`config.mk`:
```
export PLATFORM = sky130hd
export DESIGN_NAME = salted_iterated_des_password_hash_flat
export DESIGN_NICKNAME = d
export VERILOG_FILES = /design/src/sv/shdes_pkg.sv /design/src/sv/shdes_if.sv /design/src/sv/shdes_dp.sv /design/src/sv/shdes_ctrl.sv /design/src/sv/salted_iterated_des_password_hash.sv /design/src/flat_wrapper.sv
export VERILOG_INCLUDE_DIRS = /design/src /design/src/sv
export SDC_FILE = /design/constraint.sdc
export NUM_CORES = 1
export LEC_CHECK = 0
export ABC_AREA = 1
export BUFFER_PORTS_ARGS = -buffer_cell sky130_fd_sc_hd__buf_4
export CORE_MARGIN = 5
export CORE_UTILIZATION = 50
export CTS_CLUSTER_DIAMETER = 30
export DETAILED_ROUTE_END_ITERATION = 7
export GPL_TIMING_DRIVEN = 0
export PLACE_DENSITY = 0.71
export SYNTH_ARGS = -nofsm -noshare
export SYNTH_HDL_FRONTEND = slang
export SYNTH_SLANG_ARGS = --single-unit
```
`constraint.sdc`:
```
create_clock -name clk -period 7.9 [get_ports clk]
set_input_delay 1.185 -clock clk [delete_from_list [all_inputs] [get_ports clk]]
set_output_delay 1.185 -clock clk [all_outputs]
set_load 0.05 [all_outputs]
```
`src/sv/assert_macros.svh`:
```
// Assertion macros shared by the RTL.
`ifndef ASSERT_MACROS_SVH
`define ASSERT_MACROS_SVH
`ifndef SYNTH
// Checked property, suspended while reset is applied.
`define SHDES_ASSERT(lbl, clk, rst_n, prop) \
  lbl: assert property (@(posedge clk) disable iff (!rst_n) prop) \
    else $error("shdes assertion failed");
// Checked property, also sampled during reset.
`define SHDES_ASSERT_ALWAYS(lbl, clk, prop) \
  lbl: assert property (@(posedge clk) prop) else $error("shdes assertion failed");
`else
`define SHDES_ASSERT(lbl, clk, rst_n, prop)
`define SHDES_ASSERT_ALWAYS(lbl, clk, prop)
`endif
`endif

```
`src/sv/shdes_pkg.sv`:
```
`timescale 1ns / 1ps
`default_nettype none
// ---------------------------------------------------------------------------
// shdes_pkg
// Types, DES tables and permutation functions for the salted DES hash.
// ---------------------------------------------------------------------------
package shdes_pkg;

  localparam logic [63:0] PLAIN_BLOCK = 64'h5041535357442121;
  localparam logic [7:0]  ITER_RESET  = 8'd25;

  typedef enum logic [1:0] {
    ST_IDLE,
    ST_RUN,
    ST_FINISH
  } state_t;

  typedef struct packed {
    logic       load;
    logic       round_en;
    logic       last_round;
    logic       capture;
    logic [3:0] round;
  } dp_cmd_t;

  localparam logic [6:0] IP_TAB [64] = '{
    7'd58,7'd50,7'd42,7'd34,7'd26,7'd18,7'd10,7'd2, 7'd60,7'd52,7'd44,7'd36,7'd28,7'd20,7'd12,7'd4,
    7'd62,7'd54,7'd46,7'd38,7'd30,7'd22,7'd14,7'd6, 7'd64,7'd56,7'd48,7'd40,7'd32,7'd24,7'd16,7'd8,
    7'd57,7'd49,7'd41,7'd33,7'd25,7'd17,7'd9,7'd1,  7'd59,7'd51,7'd43,7'd35,7'd27,7'd19,7'd11,7'd3,
    7'd61,7'd53,7'd45,7'd37,7'd29,7'd21,7'd13,7'd5, 7'd63,7'd55,7'd47,7'd39,7'd31,7'd23,7'd15,7'd7};
  localparam logic [6:0] FP_TAB [64] = '{
    7'd40,7'd8,7'd48,7'd16,7'd56,7'd24,7'd64,7'd32, 7'd39,7'd7,7'd47,7'd15,7'd55,7'd23,7'd63,7'd31,
    7'd38,7'd6,7'd46,7'd14,7'd54,7'd22,7'd62,7'd30, 7'd37,7'd5,7'd45,7'd13,7'd53,7'd21,7'd61,7'd29,
    7'd36,7'd4,7'd44,7'd12,7'd52,7'd20,7'd60,7'd28, 7'd35,7'd3,7'd43,7'd11,7'd51,7'd19,7'd59,7'd27,
    7'd34,7'd2,7'd42,7'd10,7'd50,7'd18,7'd58,7'd26, 7'd33,7'd1,7'd41,7'd9,7'd49,7'd17,7'd57,7'd25};
  localparam logic [5:0] E_TAB [48] = '{
    6'd32,6'd1,6'd2,6'd3,6'd4,6'd5, 6'd4,6'd5,6'd6,6'd7,6'd8,6'd9,
    6'd8,6'd9,6'd10,6'd11,6'd12,6'd13, 6'd12,6'd13,6'd14,6'd15,6'd16,6'd17,
    6'd16,6'd17,6'd18,6'd19,6'd20,6'd21, 6'd20,6'd21,6'd22,6'd23,6'd24,6'd25,
    6'd24,6'd25,6'd26,6'd27,6'd28,6'd29, 6'd28,6'd29,6'd30,6'd31,6'd32,6'd1};
  localparam logic [5:0] P_TAB [32] = '{
    6'd16,6'd7,6'd20,6'd21,6'd29,6'd12,6'd28,6'd17, 6'd1,6'd15,6'd23,6'd26,6'd5,6'd18,6'd31,6'd10,
    6'd2,6'd8,6'd24,6'd14,6'd32,6'd27,6'd3,6'd9,    6'd19,6'd13,6'd30,6'd6,6'd22,6'd11,6'd4,6'd25};
  localparam logic [6:0] PC1_TAB [56] = '{
    7'd57,7'd49,7'd41,7'd33,7'd25,7'd17,7'd9, 7'd1,7'd58,7'd50,7'd42,7'd34,7'd26,7'd18,
    7'd10,7'd2,7'd59,7'd51,7'd43,7'd35,7'd27, 7'd19,7'd11,7'd3,7'd60,7'd52,7'd44,7'd36,
    7'd63,7'd55,7'd47,7'd39,7'd31,7'd23,7'd15, 7'd7,7'd62,7'd54,7'd46,7'd38,7'd30,7'd22,
    7'd14,7'd6,7'd61,7'd53,7'd45,7'd37,7'd29, 7'd21,7'd13,7'd5,7'd28,7'd20,7'd12,7'd4};
  localparam logic [5:0] PC2_TAB [48] = '{
    6'd14,6'd17,6'd11,6'd24,6'd1,6'd5, 6'd3,6'd28,6'd15,6'd6,6'd21,6'd10,
    6'd23,6'd19,6'd12,6'd4,6'd26,6'd8, 6'd16,6'd7,6'd27,6'd20,6'd13,6'd2,
    6'd41,6'd52,6'd31,6'd37,6'd47,6'd55, 6'd30,6'd40,6'd51,6'd45,6'd33,6'd48,
    6'd44,6'd49,6'd39,6'd56,6'd34,6'd53, 6'd46,6'd42,6'd50,6'd36,6'd29,6'd32};
  // Rounds that shift the key halves by two places.
  localparam logic [15:0] ROT2_MASK = 16'b0111_1110_1111_1100;

  localparam logic [3:0] SBOX [8][64] = '{
    '{4'd14,4'd4,4'd13,4'd1,4'd2,4'd15,4'd11,4'd8,4'd3,4'd10,4'd6,4'd12,4'd5,4'd9,4'd0,4'd7,
      4'd0,4'd15,4'd7,4'd4,4'd14,4'd2,4'd13,4'd1,4'd10,4'd6,4'd12,4'd11,4'd9,4'd5,4'd3,4'd8,
      4'd4,4'd1,4'd14,4'd8,4'd13,4'd6,4'd2,4'd11,4'd15,4'd12,4'd9,4'd7,4'd3,4'd10,4'd5,4'd0,
      4'd15,4'd12,4'd8,4'd2,4'd4,4'd9,4'd1,4'd7,4'd5,4'd11,4'd3,4'd14,4'd10,4'd0,4'd6,4'd13},
    '{4'd15,4'd1,4'd8,4'd14,4'd6,4'd11,4'd3,4'd4,4'd9,4'd7,4'd2,4'd13,4'd12,4'd0,4'd5,4'd10,
      4'd3,4'd13,4'd4,4'd7,4'd15,4'd2,4'd8,4'd14,4'd12,4'd0,4'd1,4'd10,4'd6,4'd9,4'd11,4'd5,
      4'd0,4'd14,4'd7,4'd11,4'd10,4'd4,4'd13,4'd1,4'd5,4'd8,4'd12,4'd6,4'd9,4'd3,4'd2,4'd15,
      4'd13,4'd8,4'd10,4'd1,4'd3,4'd15,4'd4,4'd2,4'd11,4'd6,4'd7,4'd12,4'd0,4'd5,4'd14,4'd9},
    '{4'd10,4'd0,4'd9,4'd14,4'd6,4'd3,4'd15,4'd5,4'd1,4'd13,4'd12,4'd7,4'd11,4'd4,4'd2,4'd8,
      4'd13,4'd7,4'd0,4'd9,4'd3,4'd4,4'd6,4'd10,4'd2,4'd8,4'd5,4'd14,4'd12,4'd11,4'd15,4'd1,
      4'd13,4'd6,4'd4,4'd9,4'd8,4'd15,4'd3,4'd0,4'd11,4'd1,4'd2,4'd12,4'd5,4'd10,4'd14,4'd7,
      4'd1,4'd10,4'd13,4'd0,4'd6,4'd9,4'd8,4'd7,4'd4,4'd15,4'd14,4'd3,4'd11,4'd5,4'd2,4'd12},
    '{4'd7,4'd13,4'd14,4'd3,4'd0,4'd6,4'd9,4'd10,4'd1,4'd2,4'd8,4'd5,4'd11,4'd12,4'd4,4'd15,
      4'd13,4'd8,4'd11,4'd5,4'd6,4'd15,4'd0,4'd3,4'd4,4'd7,4'd2,4'd12,4'd1,4'd10,4'd14,4'd9,
      4'd10,4'd6,4'd9,4'd0,4'd12,4'd11,4'd7,4'd13,4'd15,4'd1,4'd3,4'd14,4'd5,4'd2,4'd8,4'd4,
      4'd3,4'd15,4'd0,4'd6,4'd10,4'd1,4'd13,4'd8,4'd9,4'd4,4'd5,4'd11,4'd12,4'd7,4'd2,4'd14},
    '{4'd2,4'd12,4'd4,4'd1,4'd7,4'd10,4'd11,4'd6,4'd8,4'd5,4'd3,4'd15,4'd13,4'd0,4'd14,4'd9,
      4'd14,4'd11,4'd2,4'd12,4'd4,4'd7,4'd13,4'd1,4'd5,4'd0,4'd15,4'd10,4'd3,4'd9,4'd8,4'd6,
      4'd4,4'd2,4'd1,4'd11,4'd10,4'd13,4'd7,4'd8,4'd15,4'd9,4'd12,4'd5,4'd6,4'd3,4'd0,4'd14,
      4'd11,4'd8,4'd12,4'd7,4'd1,4'd14,4'd2,4'd13,4'd6,4'd15,4'd0,4'd9,4'd10,4'd4,4'd5,4'd3},
    '{4'd12,4'd1,4'd10,4'd15,4'd9,4'd2,4'd6,4'd8,4'd0,4'd13,4'd3,4'd4,4'd14,4'd7,4'd5,4'd11,
      4'd10,4'd15,4'd4,4'd2,4'd7,4'd12,4'd9,4'd5,4'd6,4'd1,4'd13,4'd14,4'd0,4'd11,4'd3,4'd8,
      4'd9,4'd14,4'd15,4'd5,4'd2,4'd8,4'd12,4'd3,4'd7,4'd0,4'd4,4'd10,4'd1,4'd13,4'd11,4'd6,
      4'd4,4'd3,4'd2,4'd12,4'd9,4'd5,4'd15,4'd10,4'd11,4'd14,4'd1,4'd7,4'd6,4'd0,4'd8,4'd13},
    '{4'd4,4'd11,4'd2,4'd14,4'd15,4'd0,4'd8,4'd13,4'd3,4'd12,4'd9,4'd7,4'd5,4'd10,4'd6,4'd1,
      4'd13,4'd0,4'd11,4'd7,4'd4,4'd9,4'd1,4'd10,4'd14,4'd3,4'd5,4'd12,4'd2,4'd15,4'd8,4'd6,
      4'd1,4'd4,4'd11,4'd13,4'd12,4'd3,4'd7,4'd14,4'd10,4'd15,4'd6,4'd8,4'd0,4'd5,4'd9,4'd2,
      4'd6,4'd11,4'd13,4'd8,4'd1,4'd4,4'd10,4'd7,4'd9,4'd5,4'd0,4'd15,4'd14,4'd2,4'd3,4'd12},
    '{4'd13,4'd2,4'd8,4'd4,4'd6,4'd15,4'd11,4'd1,4'd10,4'd9,4'd3,4'd14,4'd5,4'd0,4'd12,4'd7,
      4'd1,4'd15,4'd13,4'd8,4'd10,4'd3,4'd7,4'd4,4'd12,4'd5,4'd6,4'd11,4'd0,4'd14,4'd9,4'd2,
      4'd7,4'd11,4'd4,4'd1,4'd9,4'd12,4'd14,4'd2,4'd0,4'd6,4'd10,4'd13,4'd15,4'd3,4'd5,4'd8,
      4'd2,4'd1,4'd14,4'd7,4'd4,4'd10,4'd8,4'd13,4'd15,4'd12,4'd9,4'd0,4'd3,4'd5,4'd6,4'd11}};

  // Table entries count bits from 1 at the top.
  function automatic logic [63:0] perm_ip(input logic [63:0] x);
    logic [63:0] r;
    for (int k = 0; k < 64; k++) r[63-k] = x[6'(7'd64 - IP_TAB[k])];
    return r;
  endfunction

  function automatic logic [63:0] perm_fp(input logic [63:0] x);
    logic [63:0] r;
    for (int k = 0; k < 64; k++) r[63-k] = x[6'(7'd64 - FP_TAB[k])];
    return r;
  endfunction

  function automatic logic [55:0] perm_pc1(input logic [63:0] x);
    logic [55:0] r;
    for (int k = 0; k < 56; k++) r[55-k] = x[6'(7'd64 - PC1_TAB[k])];
    return r;
  endfunction

  function automatic logic [47:0] perm_pc2(input logic [55:0] x);
    logic [47:0] r;
    for (int k = 0; k < 48; k++) r[47-k] = x[6'(6'd56 - PC2_TAB[k])];
    return r;
  endfunction

  function automatic logic [27:0] rot28(input logic [27:0] v, input logic two);
    return two ? {v[25:0], v[27:26]} : {v[26:0], v[27]};
  endfunction

  function automatic logic [31:0] feistel(input logic [31:0] r, input logic [47:0] k);
    logic [47:0] e;
    logic [31:0] o;
    logic [31:0] p;
    logic [5:0]  six;
    for (int k2 = 0; k2 < 48; k2++) e[47-k2] = r[5'(6'd32 - E_TAB[k2])];
    e = e ^ k;
    for (int j = 0; j < 8; j++) begin
      six = e[47-6*j -: 6];
      o[31-4*j -: 4] = SBOX[j][{six[5], six[0], six[4:1]}];
    end
    for (int k3 = 0; k3 < 32; k3++) p[31-k3] = o[5'(6'd32 - P_TAB[k3])];
    return p;
  endfunction

endpackage
`default_nettype wire

```
`src/sv/shdes_if.sv`:
```
`timescale 1ns / 1ps
`default_nettype none
// ---------------------------------------------------------------------------
// shdes_in_if / shdes_out_if
// Valid/ready channels for hash requests and hash results.
// ---------------------------------------------------------------------------
interface shdes_in_if;
  logic        valid;
  logic        ready;
  logic [63:0] password_key;
  logic [15:0] salt;
  logic [15:0] expected_salt;
  logic [63:0] expected_hash;
  modport source (output valid, password_key, salt, expected_salt, expected_hash,
                  input ready);
  modport sink (input valid, password_key, salt, expected_salt, expected_hash,
                output ready);
endinterface

interface shdes_out_if;
  logic        valid;
  logic        ready;
  logic [63:0] hash_value;
  logic        matches_res;
  modport source (output valid, hash_value, matches_res, input ready);
  modport sink (input valid, hash_value, matches_res, output ready);
endinterface
`default_nettype wire

```
`src/sv/shdes_dp.sv`:
```
`timescale 1ns / 1ps
`default_nettype none
// ---------------------------------------------------------------------------
// shdes_dp
// DES round datapath: key halves, block halves and the result register.
// ---------------------------------------------------------------------------
module shdes_dp (
  input  wire logic             clk,
  input  wire shdes_pkg::dp_cmd_t cmd,
  input  wire logic [63:0]      password_key,
  input  wire logic [15:0]      salt,
  input  wire logic [15:0]      expected_salt,
  input  wire logic [63:0]      expected_hash,
  output logic [63:0]           hash_value,
  output logic                  matches_res
);
  import shdes_pkg::*;

  logic [27:0] c_r, c_nxt, d_r, d_nxt;
  logic [31:0] l_r, l_nxt, r_r, r_nxt;
  logic        salt_eq_r, salt_eq_nxt;
  logic [63:0] ehash_r, ehash_nxt;
  logic [63:0] hash_r, hash_nxt;
  logic        match_r, match_nxt;
  logic [55:0] cd_load;
  logic [63:0] ip_plain;
  logic [27:0] c_rot, d_rot;
  logic [31:0] t;
  logic [63:0] fp_out;

  always_comb begin
    cd_load  = perm_pc1(password_key ^ {salt, 48'd0});
    ip_plain = perm_ip(PLAIN_BLOCK);
    c_rot    = rot28(c_r, ROT2_MASK[cmd.round]);
    d_rot    = rot28(d_r, ROT2_MASK[cmd.round]);
    t        = l_r ^ feistel(r_r, perm_pc2({c_rot, d_rot}));
    // halves are kept swapped after the last round, so FP of {l, r} is the block
    fp_out   = perm_fp({l_r, r_r});

    c_nxt = c_r; d_nxt = d_r; l_nxt = l_r; r_nxt = r_r;
    salt_eq_nxt = salt_eq_r; ehash_nxt = ehash_r;
    hash_nxt = hash_r; match_nxt = match_r;
    if (cmd.load) begin
      c_nxt       = cd_load[55:28];
      d_nxt       = cd_load[27:0];
      l_nxt       = ip_plain[63:32];
      r_nxt       = ip_plain[31:0];
      salt_eq_nxt = (salt == expected_salt);
      ehash_nxt   = expected_hash;
    end else if (cmd.round_en) begin
      c_nxt = c_rot;
      d_nxt = d_rot;
      if (cmd.last_round) begin
        // swap so the next encryption starts straight from IP(FP(x)) = x
        l_nxt = t;
        r_nxt = r_r;
      end else begin
        l_nxt = r_r;
        r_nxt = t;
      end
    end
    if (cmd.capture) begin
      hash_nxt  = fp_out;
      match_nxt = salt_eq_r && (fp_out == ehash_r);
    end
  end

  always_ff @(posedge clk) begin
    c_r       <= c_nxt;
    d_r       <= d_nxt;
    l_r       <= l_nxt;
    r_r       <= r_nxt;
    salt_eq_r <= salt_eq_nxt;
    ehash_r   <= ehash_nxt;
    hash_r    <= hash_nxt;
    match_r   <= match_nxt;
  end

  assign hash_value  = hash_r;
  assign matches_res = match_r;

endmodule
`default_nettype wire

```
`src/sv/shdes_ctrl.sv`:
```
`timescale 1ns / 1ps
`default_nettype none
// ---------------------------------------------------------------------------
// shdes_ctrl
// Sequencer: round and iteration counters, handshakes, iteration register.
// ---------------------------------------------------------------------------
`include "assert_macros.svh"
module shdes_ctrl (
  input  wire logic        clk,
  input  wire logic        rst_n,
  input  wire logic        in_valid,
  output logic             in_ready,
  output logic             out_valid,
  input  wire logic        out_ready,
  input  wire logic        cfg_we,
  input  wire logic [7:0]  cfg_wdata,
  output shdes_pkg::dp_cmd_t cmd
);
  import shdes_pkg::*;

  state_t      state_r, state_nxt;
  logic [3:0]  round_r, round_nxt;
  logic [7:0]  iter_r, iter_nxt;
  logic [7:0]  cfg_r, cfg_nxt;
  logic        out_valid_r, out_valid_nxt;

  always_ff @(posedge clk) begin
    if (!rst_n) begin
      state_r     <= ST_IDLE;
      round_r     <= '0;
      iter_r      <= '0;
      cfg_r       <= ITER_RESET;
      out_valid_r <= 1'b0;
    end else begin
      state_r     <= state_nxt;
      round_r     <= round_nxt;
      iter_r      <= iter_nxt;
      cfg_r       <= cfg_nxt;
      out_valid_r <= out_valid_nxt;
    end
  end

  always_comb begin
    state_nxt      = state_r;
    round_nxt      = round_r;
    iter_nxt       = iter_r;
    cfg_nxt        = cfg_we ? cfg_wdata : cfg_r;
    cmd            = '0;
    cmd.round      = round_r;
    cmd.last_round = (round_r == 4'd15);
    in_ready       = 1'b0;
    unique case (state_r)
      ST_IDLE: begin
        in_ready = 1'b1;
        if (in_valid) begin
          cmd.load  = 1'b1;
          iter_nxt  = cfg_r;
          round_nxt = '0;
          state_nxt = (cfg_r == 8'd0) ? ST_FINISH : ST_RUN;
        end
      end
      ST_RUN: begin
        cmd.round_en = 1'b1;
        round_nxt    = round_r + 4'd1;
        if (cmd.last_round) begin
          iter_nxt = iter_r - 8'd1;
          if (iter_r == 8'd1) state_nxt = ST_FINISH;
        end
      end
      ST_FINISH: begin
        // wait for the result register to be free
        if (!out_valid_r || out_ready) begin
          cmd.capture = 1'b1;
          state_nxt   = ST_IDLE;
        end
      end
      default: state_nxt = ST_IDLE;
    endcase
    priority if (cmd.capture)              out_valid_nxt = 1'b1;
    else if (out_valid_r && out_ready)     out_valid_nxt = 1'b0;
    else                                   out_valid_nxt = out_valid_r;
  end

  assign out_valid = out_valid_r;

  `SHDES_ASSERT(a_load_idle, clk, rst_n, cmd.load |-> state_r == ST_IDLE)
  `SHDES_ASSERT(a_no_overwrite, clk, rst_n, cmd.capture |-> (!out_valid_r || out_ready))
  `SHDES_ASSERT(a_round_zero_idle, clk, rst_n, state_r == ST_IDLE |-> round_r == 4'd0)
  `SHDES_ASSERT(a_capture_valid, clk, rst_n, cmd.capture |=> out_valid_r)

endmodule
`default_nettype wire

```
`src/sv/salted_iterated_des_password_hash.sv`:
```
`timescale 1ns / 1ps
`default_nettype none
// ---------------------------------------------------------------------------
// salted_iterated_des_password_hash
// Salted, chained DES-ECB password hash with a compare against a stored pair.
// ---------------------------------------------------------------------------
// A request is loaded, then runs N chained encryptions of 16 DES rounds, N
// being the iteration count (default 25), one DES round per cycle in the
// shared round unit, before the result is registered. A new request is
// taken once the previous result is registered; the result waits in its
// own register until transferred.
module salted_iterated_des_password_hash (
  input  wire logic       clk,
  input  wire logic       rst_n,
  shdes_in_if.sink        in_ch,
  shdes_out_if.source     out_ch,
  input  wire logic       cfg_we,
  input  wire logic [7:0] cfg_wdata
);
  import shdes_pkg::*;

  dp_cmd_t cmd;

  shdes_ctrl u_ctrl (
    .clk       (clk),
    .rst_n     (rst_n),
    .in_valid  (in_ch.valid),
    .in_ready  (in_ch.ready),
    .out_valid (out_ch.valid),
    .out_ready (out_ch.ready),
    .cfg_we    (cfg_we),
    .cfg_wdata (cfg_wdata),
    .cmd       (cmd)
  );

  shdes_dp u_dp (
    .clk           (clk),
    .cmd           (cmd),
    .password_key  (in_ch.password_key),
    .salt          (in_ch.salt),
    .expected_salt (in_ch.expected_salt),
    .expected_hash (in_ch.expected_hash),
    .hash_value    (out_ch.hash_value),
    .matches_res   (out_ch.matches_res)
  );

endmodule
`default_nettype wire

```
`src/flat_wrapper.sv`:
```
// flat-port wrapper written by rule: the top's interface ports become plain ports
module salted_iterated_des_password_hash_flat import shdes_pkg::*;
  (clk, rst_n, cfg_we, cfg_wdata, in_ch_valid, in_ch_password_key, in_ch_salt, in_ch_expected_salt, in_ch_expected_hash, in_ch_ready, out_ch_valid, out_ch_hash_value, out_ch_matches_res, out_ch_ready);
  shdes_in_if in_ch_i ();
  shdes_out_if out_ch_i ();
  input  wire logic clk;
  input  wire logic rst_n;
  input  wire logic cfg_we;
  input  wire logic [7:0] cfg_wdata;
  input wire logic [$bits(in_ch_i.valid)-1:0] in_ch_valid;
  input wire logic [$bits(in_ch_i.password_key)-1:0] in_ch_password_key;
  input wire logic [$bits(in_ch_i.salt)-1:0] in_ch_salt;
  input wire logic [$bits(in_ch_i.expected_salt)-1:0] in_ch_expected_salt;
  input wire logic [$bits(in_ch_i.expected_hash)-1:0] in_ch_expected_hash;
  output wire logic [$bits(in_ch_i.ready)-1:0] in_ch_ready;
  output wire logic [$bits(out_ch_i.valid)-1:0] out_ch_valid;
  output wire logic [$bits(out_ch_i.hash_value)-1:0] out_ch_hash_value;
  output wire logic [$bits(out_ch_i.matches_res)-1:0] out_ch_matches_res;
  input wire logic [$bits(out_ch_i.ready)-1:0] out_ch_ready;
  assign in_ch_i.valid = in_ch_valid;
  assign in_ch_i.password_key = in_ch_password_key;
  assign in_ch_i.salt = in_ch_salt;
  assign in_ch_i.expected_salt = in_ch_expected_salt;
  assign in_ch_i.expected_hash = in_ch_expected_hash;
  assign in_ch_ready = in_ch_i.ready;
  assign out_ch_valid = out_ch_i.valid;
  assign out_ch_hash_value = out_ch_i.hash_value;
  assign out_ch_matches_res = out_ch_i.matches_res;
  assign out_ch_i.ready = out_ch_ready;
  salted_iterated_des_password_hash u_core (.clk(clk), .rst_n(rst_n), .in_ch(in_ch_i), .out_ch(out_ch_i), .cfg_we(cfg_we), .cfg_wdata(cfg_wdata));
endmodule
```
# Yosys cells after proc, flatten, opt, wreduce, memory -nomap -nowiden
# Memories as Yosys holds them, arrays and structs flattened. A register that Yosys moved wholly into a read port is not among the register bits.
# Cells that the tools add are included.
# op_classes
addsub,2
magnitude_cmp,9
eq_ne,10
muxes,45
bitwise,12
reduce_logical,13
# ops
cell,n
two-way mux 28 bit,6
two-way mux 4 bit,19
equality test 64 bit,1
XOR 64 bit,1
">= comparator 7 bit, second input constant",8
inverter 6 -> 7 bit,8
XOR 48 bit,1
two-way mux 32 bit,1
XOR 32 bit,1
equality test 16 bit,1
two-way mux 8 bit,2
one-hot mux 8 bit (2 select lines),1
two-way mux 2 bit,5
two-way mux 1 bit,9
"equality test 8 x 1 -> 1 bit, second input constant",1
zero test 8 bit,1
one-hot mux 4 bit (2 select lines),1
"subtractor 8 x 1 -> 8 bit, second input constant",1
"!= test 2 bit, second input constant",3
one-hot mux 2 bit (3 select lines),1
nonzero test 2 bit,3
"less-than comparator 4 x 5 -> 1 bit, second input constant",1
"adder 4 x 1 -> 4 bit, second input constant",1
"equality test 4 bit, second input constant",1
other kinds (11),13
# totals
regBits,273
mem_bits_ro,2064
input_bits,173
out_inout_bits,67
word_cells,113
n_memories,9
# mem_list
memory,depth,width,read_ports,rd_ports_with_merged_regs,write_ports,line,text
(name not given),64,4,1,0,0,shdes_pkg.sv:129,"o[31-4*j -: 4] = SBOX[j][{six[5], six[0], six[4:1]}];"
(name not given),64,4,1,0,0,shdes_pkg.sv:129,
(name not given),64,4,1,0,0,shdes_pkg.sv:129,
(name not given),64,4,1,0,0,shdes_pkg.sv:129,
(name not given),64,4,1,0,0,shdes_pkg.sv:129,
(name not given),64,4,1,0,0,shdes_pkg.sv:129,
+3 memories,-,-,-,-,-,-,

# Longest topological paths before layout
# Gate-level depths: netlist of run 1.
# depth
word_depth,10
mapped_depth,21
depth_no_buf,18

# Cells and area by module
# A second synthesis of run 1 with hierarchy kept.
# hier_totals
cells_unflattened,2482
area_unflattened_um2,18106.1
# by_module_without_submodules
module,instances,cells_per_inst,area_each_um2,seq_area_each_um2
shdes_dp,1,2297,16859.9,6866.6
shdes_ctrl,1,185,1246.2,460.4

# Least setup slack after synthesis of run 1
# OpenSTA, ideal clock, no wires.
# synth_path
path_kind,input to register
startpoint,input out_ch_ready
endpoint,"register u_core.u_dp.hash_r[0] (netlist: u_core.u_dp.hash_value[0]), enable pin"
setup_time_ns,0.489
t_arrival_ns,3.947
required_ns,7.411
slack_ns,3.464
path_stages,2
n_path_buf,0
cell_sequence,nor2_1 -> nor2_1
# synth_lines
item,line,text
"start, declared",flat_wrapper.sv:19,input wire logic [$bits(out_ch_i.ready)-1:0] out_ch_ready;
"end signal, assigned",shdes_dp.sv:75,hash_r <= hash_nxt;
"end, declared",shdes_dp.sv:23,"logic [63:0] hash_r, hash_nxt;"

==> results of run 1 <==
[state kept, by name, indices dropped and copies added, names as in the netlist, named ones only]
signal and cells:
u_core.u_dp.ehash_r 64, u_core.u_dp.hash_value 64, u_core.u_dp.l_r 32, u_core.u_dp.r_r 32, u_core.u_dp.c_r 28, u_core.u_dp.d_r 28
u_core.u_ctrl.cfg_r 8, u_core.u_ctrl.iter_r 8, u_core.u_ctrl.round_r 4, u_core.u_ctrl.state_r 2, u_core.u_ctrl.out_valid 1, u_core.u_dp.matches_res 1
u_core.u_dp.salt_eq_r 1
[cells by family after synthesis]
group,count (synthesis),share of synthesized area
flip-flops,274,0.407
adder cells (fa/ha/maj),65,0.0450
AND/OR/NAND/NOR,1488,0.354
buffers and inverters,332,0.0777
AO/OA/AOI/OAI,249,0.0808
XOR/XNOR,57,0.0355
[cell type report]
class                      instances  area, um^2  share of cell area
buffer                            71         425              0.0187
timing repair buffer             234        1800              0.0790
tap                              461         577              0.0253
inverter                         261         985              0.0432
clock inverter                    44         514              0.0226
sequential                       274        7350               0.322
clock buffer                      82        1840              0.0806
multi-input combinational       1859        9320               0.409
[worst max path at each step]
| stage | end | slack [ns] |
|---|---|---|
| floorplan | u_core.u_dp.hash_value[0] | 3.46 |
| global placement | u_core.u_dp.hash_value[30] | 1.61 |
| detailed placement | u_core.u_dp.l_r[11] | 4.34 |
| CTS | u_core.u_dp.r_r[18] | 4.68 |
| global route | u_core.u_dp.r_r[18] | 4.42 |
| finish | u_core.u_dp.r_r[18] | 4.54 |
[routing by layer]
metal / global-route usage / vias to the layer above / share of wire
met2: 0.534 / 1371 / 0.43
met3: 0.0994 / 299 / 0.12
li1: - / 8894 / -
met1: 0.463 / 8992 / 0.38
met4: 0.201 / 0 / 0.067
met5: 0 / - / 0
[through the flow]
step	hold WS, ns	cells	utilization
floorplan	0.430	2465	-
global placement	0.444	3157	0.571
detailed placement	0.455	3160	0.574
CTS	0.462	3286	0.640
global route	0.474	3286	0.640
finish	0.459	3286	0.640
[cells in the final DEF, fill, tap and decap left out, types with 7 or more instances in the layout]
| cell type | instances |
|---|---|
| nand2_1 | 836 |
| nand3_1 | 480 |
| buf_4 | 244 |
| inv_1 | 238 |
| edfxtp_1 | 186 |
| nor2_1 | 102 |
| o21ai_0 | 92 |
| dfxtp_1 | 88 |
| clkbuf_16 | 70 |
| ha_1 | 65 |
| a21oi_1 | 47 |
| a31oi_1 | 41 |
| xnor2_1 | 36 |
| clkbuf_1 | 35 |
| nand2_2 | 32 |
| o22ai_1 | 28 |
| inv_2 | 19 |
| buf_2 | 15 |
| inv_6 | 10 |
| buf_6 | 9 |
| nand4_1 | 9 |
| xor2_2 | 9 |
| clkinv_4 | 9 |
| xor2_1 | 8 |
| a211oi_1 | 8 |
| a22o_1 | 8 |
| clkinv_2 | 7 |
==> impl_metrics.toml, run 1 <==
[outcome]
outcome = "finished, violations left"
violations = "design-rule violations"

[placed_design]
gp_congestion = 1.04
io_buffers = 231
dpl-instance-area_um2 = 20500
place.detailed.hpwl_mm = 55.7
pre_cts_ws_ns = 4.34

[logic_synthesis]
syn_area_um2 = 18100
ys.flop_type = "edfxtp_1"
yosysMostFrequentCell = "nand2_1"
synth_cell_types = 48
async_flop_share = 0
synthesis.nets = 2703
ys_seq_elements = 274
synthTopCellsByCount = "nand2_1, nand3_1, inv_1"
synth_edf_count = 186
synthTopCellsByArea = "edfxtp_1, nand2_1, nand3_1"
synth_top_area_frac = 0.309
syn_inst = 2465
avgSynthCellArea_um2 = 7.33
yosys_warnings = 0
synth_seq_area_share = 0.407
synth_top_area_cell = "edfxtp_1"

[die]
initial_utilization = 0.506
core-area_um2 = 35700
die_h_um = 200
rows = 69
boundaryPins = 240
die_w_um = 200
die_area_um2 = 40000

[critical_path]
cp_num_buf_inv = 4
reg2reg_depth = 17
crit_arrival_ns = 3.84
cp_max_fo = 10
crit_top_cell = "nand2_1"
critical_path_depth = 17
cp_cell_sequence = "buf_6, buf_4, nand2_1, nand2_1, nand2_1, nand2_1, ha_1, inv_1, nand3_1, nand3_1, nand2_1, nand2_1, nand3_1, nand3_1, nand3_1, nand2_1, inv_1"
crit_path_end_kind = "register"
cpLargestDelayFamily = "simple AND/OR/NAND/NOR gates"
cp_slowest_cell = "dfxtp_1"
max_stage_delay_ns = 0.34
r2r_slack_ns = 4.54
start_kind = "register"
critPathKind = "reg -> reg"
rr_endpoint = "u_core.u_dp.r_r[18]"
cp.required_ns = 8.38

[clocking]
postCtsHoldBufs = 0
cts-resized-gates = 0
clkSinkCount = 274
clock_latency_ns = 0.60
cts_buffers = 69
cts_tree = "built"
clk_path_buf_depth = 3
cts.reportedPaths.clkPinSlew_ns = 0.05
clock_tree.root_cell = "clkbuf_16"
post_cts_buffers = 0
htree_levels = 3

[final_layout]
final_nets = 3008
areaGrowthSynthToFinish_pct = 26.3
drive_above_1_share = 0.168
fillers = 3188
antenna_cells = 0
final_area_um2 = 22800

[sta]
maxSlewHeadroom = 0.326
skew_ns = 0.0342
slew_viol_final = 0
setup_slack_ns = 4.54
timing.final.setup_violations = 0
max_freq_ghz = 0.298
post-route-period-util = 0.425
timing.setup.tns_ns = 0
rsz0062_at_grt = "no"
layout_min_cycle_time_ns = 3.36
worstMarginPinSlew_ns = 1.01
hold_viol_final = 0

[drt]
drt_iter0_markers = 2476
vias = 19556
wl_mm = 73.2
drt-wirelength-per-cell_um = 22.3
ant_nets = 0
drt_first_pass_iters = 8
drc_errors = 11
via_per_inst = 5.95

[global_routing]
antenna_found_initial = 0
grt_pass1_wl_mm = 107
overflow = 0
grt_max_degree = 66
track_usage = 0.355
grt_pass1_vias = 18378

[worst_hold_path]
min_from = "u_core.u_dp.l_r[23]"
hp-class = "reg -> reg"
whs_endpoint = "u_core.u_dp.hash_value[4]"
min_path_cells = 0

[run]
drv_cap = 0
Power of run 1 is not shown: default switching activity piles up to over one toggle a cycle in this logic, so the estimate is an artifact.
==> run 2, diff against run 1 <==
- ABC_AREA: 1 -> 0
- PLACE_DENSITY: 0.71 -> 0.74
- clock period: 7.9 -> 2.7 ns (I/O delays scaled with it)
==> impl_metrics.toml, run 2 <==
[logic_synthesis]
synth_top_area_frac = 0.324
async_flop_share = 0
yosys_warnings = 0
syn_inst = 1643
yosysMostFrequentCell = "edfxtp_1"
avgSynthCellArea_um2 = 10.5
synth_cell_types = 83
ys.flop_type = "edfxtp_1"
ys_seq_elements = 274
syn_area_um2 = 17200
synth_edf_count = 186
synthTopCellsByArea = "edfxtp_1, dfxtp_1, mux2i_1"
synthesis.nets = 1881
synth_seq_area_share = 0.426
synth_top_area_cell = "edfxtp_1"
synthTopCellsByCount = "edfxtp_1, nor2_1, a21oi_1"

[drt]
vias = 16938
wl_mm = 68.4
via_per_inst = 6.34
drt_iter0_markers = 2413
drt_first_pass_iters = 7
drc_errors = 0
ant_nets = 0
drt-wirelength-per-cell_um = 25.6

[global_routing]
overflow = 0
grt_pass1_vias = 16373
antenna_found_initial = 2
grt_max_degree = 75
grt_pass1_wl_mm = 96.9
track_usage = 0.326

[power]
switching_share = 0.440
power_density_nw_per_um2 = 1560
p_leak_nw = 10.0
combPwrFrac = 0.633
ir_drop_v = 0.00111
power_frac_seq = 0.172
internal-power_mw = 23.0
clkPwrFrac = 0.195
power_mw = 41.1
p_switching_mw = 18.1

[clocking]
clk_path_buf_depth = 3
htree_levels = 2
cts_tree = "built"
cts.reportedPaths.clkPinSlew_ns = 0.06
clock_tree.root_cell = "clkbuf_16"
cts_buffers = 59
clock_latency_ns = 0.63
clkSinkCount = 274

[critical_path]
cp.required_ns = 3.19
rr_endpoint = "u_core.u_dp.r_r[30]"
cp_max_fo = 6
cp_num_buf_inv = 7
cp_slowest_cell = "dfxtp_4"
critPathKind = "reg -> reg"
reg2reg_depth = 16
start_kind = "register"
max_stage_delay_ns = 0.37
cp_cell_sequence = "buf_12, buf_16, buf_4, buf_12, buf_6, mux2i_4, xnor2_4, ha_4, buf_8, mux2i_1, mux2i_1, mux2_4, o21ai_4, buf_6, xor2_2, a21oi_1"
r2r_slack_ns = -0.77
cpLargestDelayFamily = "multiplexers"
crit_path_end_kind = "register"
crit_arrival_ns = 3.96

[final_layout]
final_nets = 2404
final_cell_mix = "buf_4, edfxtp_1, nor2_1"
antenna_cells = 0
final_area_um2 = 26400
drive_above_1_share = 0.406
mostFrequentLayoutCell = "buf_4"
areaGrowthSynthToFinish_pct = 52.9

[worst_hold_path]
hp-class = "in -> reg"
min_from = "cfg_wdata[7]"
min_path_cells = 3
whs_endpoint = "u_core.u_ctrl.cfg_r[7]"

[sta]
slew_viol_final = 0
timing.final.setup_violations = 64
setup_slack_ns = -0.774
hold_viol_final = 0
max_freq_ghz = 0.288
worstMarginPinSlew_ns = 1.05
maxSlewHeadroom = 0.295
rsz0062_at_grt = "yes"
post-route-period-util = 1.29
layout_min_cycle_time_ns = 3.47
skew_ns = 0.0304

[placed_design]
dpl-instance-area_um2 = 20000
io_buffers = 230
gp_congestion = 0.962
place.detailed.hpwl_mm = 42.3

[die]
rows = 68
die_h_um = 196
boundaryPins = 240
die_area_um2 = 38300
die_w_um = 196
core-area_um2 = 34300
initial_utilization = 0.503

[outcome]
violations = "negative setup slack"
outcome = "finished, violations left"

[run]
drv_cap = 0
[run 2: how the worst max path moves through the flow]
stage               slack (ns)                  end  cells past startpoint  startpoint
floorplan                -0.41  u_core.u_dp.l_r[22]                     14    register
global placement         -1.01   u_core.u_dp.r_r[6]                     12    register
detailed placement       -1.02   u_core.u_dp.r_r[6]                     12    register
CTS                      -0.63   u_core.u_dp.r_r[6]                     13    register
global route             -0.82  u_core.u_dp.r_r[30]                     16    register
finish                   -0.77  u_core.u_dp.r_r[30]                     16    register
[run 2: repair_timing]
item / 4_1_cts / 5_1_grt
setup endpoints to repair: 202 / 92
endpoints found under the hold margin: 67 / 0
setup buffers: 114 / 57
gates resized for setup: 261 / 195
gates cloned: 4 / 0
pin swaps: 89 / 79
hold buffers: 70 / 0
[run 2: cell families after synthesis]
kind of cell / share of synthesized area
compound gates: 0.150
xor+xnor: 0.103
fa+ha+maj: 0.0478
buf+inv: 0.0417
flops: 0.426
mux: 0.125
simple gates: 0.106
[run 2: final cells by class]
type	count	area (um^2)
Clock buffer	63	1510
Inverter	73	334
Timing Repair Buffer	465	4030
Tap cell	455	569
Multi-Input combinational cell	1203	11200
Fill cell	2015	7940
Clock inverter	49	701
Buffer	90	624
Sequential cell	274	7350
[run 2: per-stage QoR]
stage	setup WS, ns	instances	util	TNS [ns]	hold WS, ns
CTS	-0.627	2628	0.734	-26.08	0.00466
floorplan	-0.407	1643	-	-8.36	0.406
global route	-0.818	2672	0.769	-34.92	0.0286
detailed placement	-1.02	2330	0.582	-72.93	0.415
global placement	-1.01	2328	0.580	-99.46	0.411
finish	-0.774	2672	0.769	-30.98	0.0244
[run 2: worst register-to-register path, delay by kind of cell, from the launching register on]
| family | cells | cell delay [ns] |
|---|---|---|
| flops | 1 | 0.37 |
| compound gates | 2 | 0.32 |
| xor+xnor | 2 | 0.45 |
| buf+inv | 7 | 0.96 |
| fa+ha+maj | 1 | 0.27 |
| mux | 4 | 0.97 |
[run 2: power by group through the flow]
stage | Clock [mW] | Combinational (mW) | Sequential [mW]
global route | 8.24 | 27.3 | 7.08
finish | 8.02 | 26.0 | 7.07
detailed placement | 0 | 17.3 | 6.77
CTS | 7.97 | 22.0 | 6.83
floorplan | 0 | 12.9 | 6.50
global placement | 0 | 16.9 | 6.76
[run 2: routing by layer]
layer	share of wire	vias to the layer above	GRT usage	wire, um
met5	0	-	0	0
met4	0.055	0	0.141	3770
met3	0.12	271	0.0764	8040
met2	0.47	1271	0.527	31800
met1	0.36	8216	0.422	24800
li1	-	7180	-	-
No activity file was read; power rests on OpenSTA's default activity.
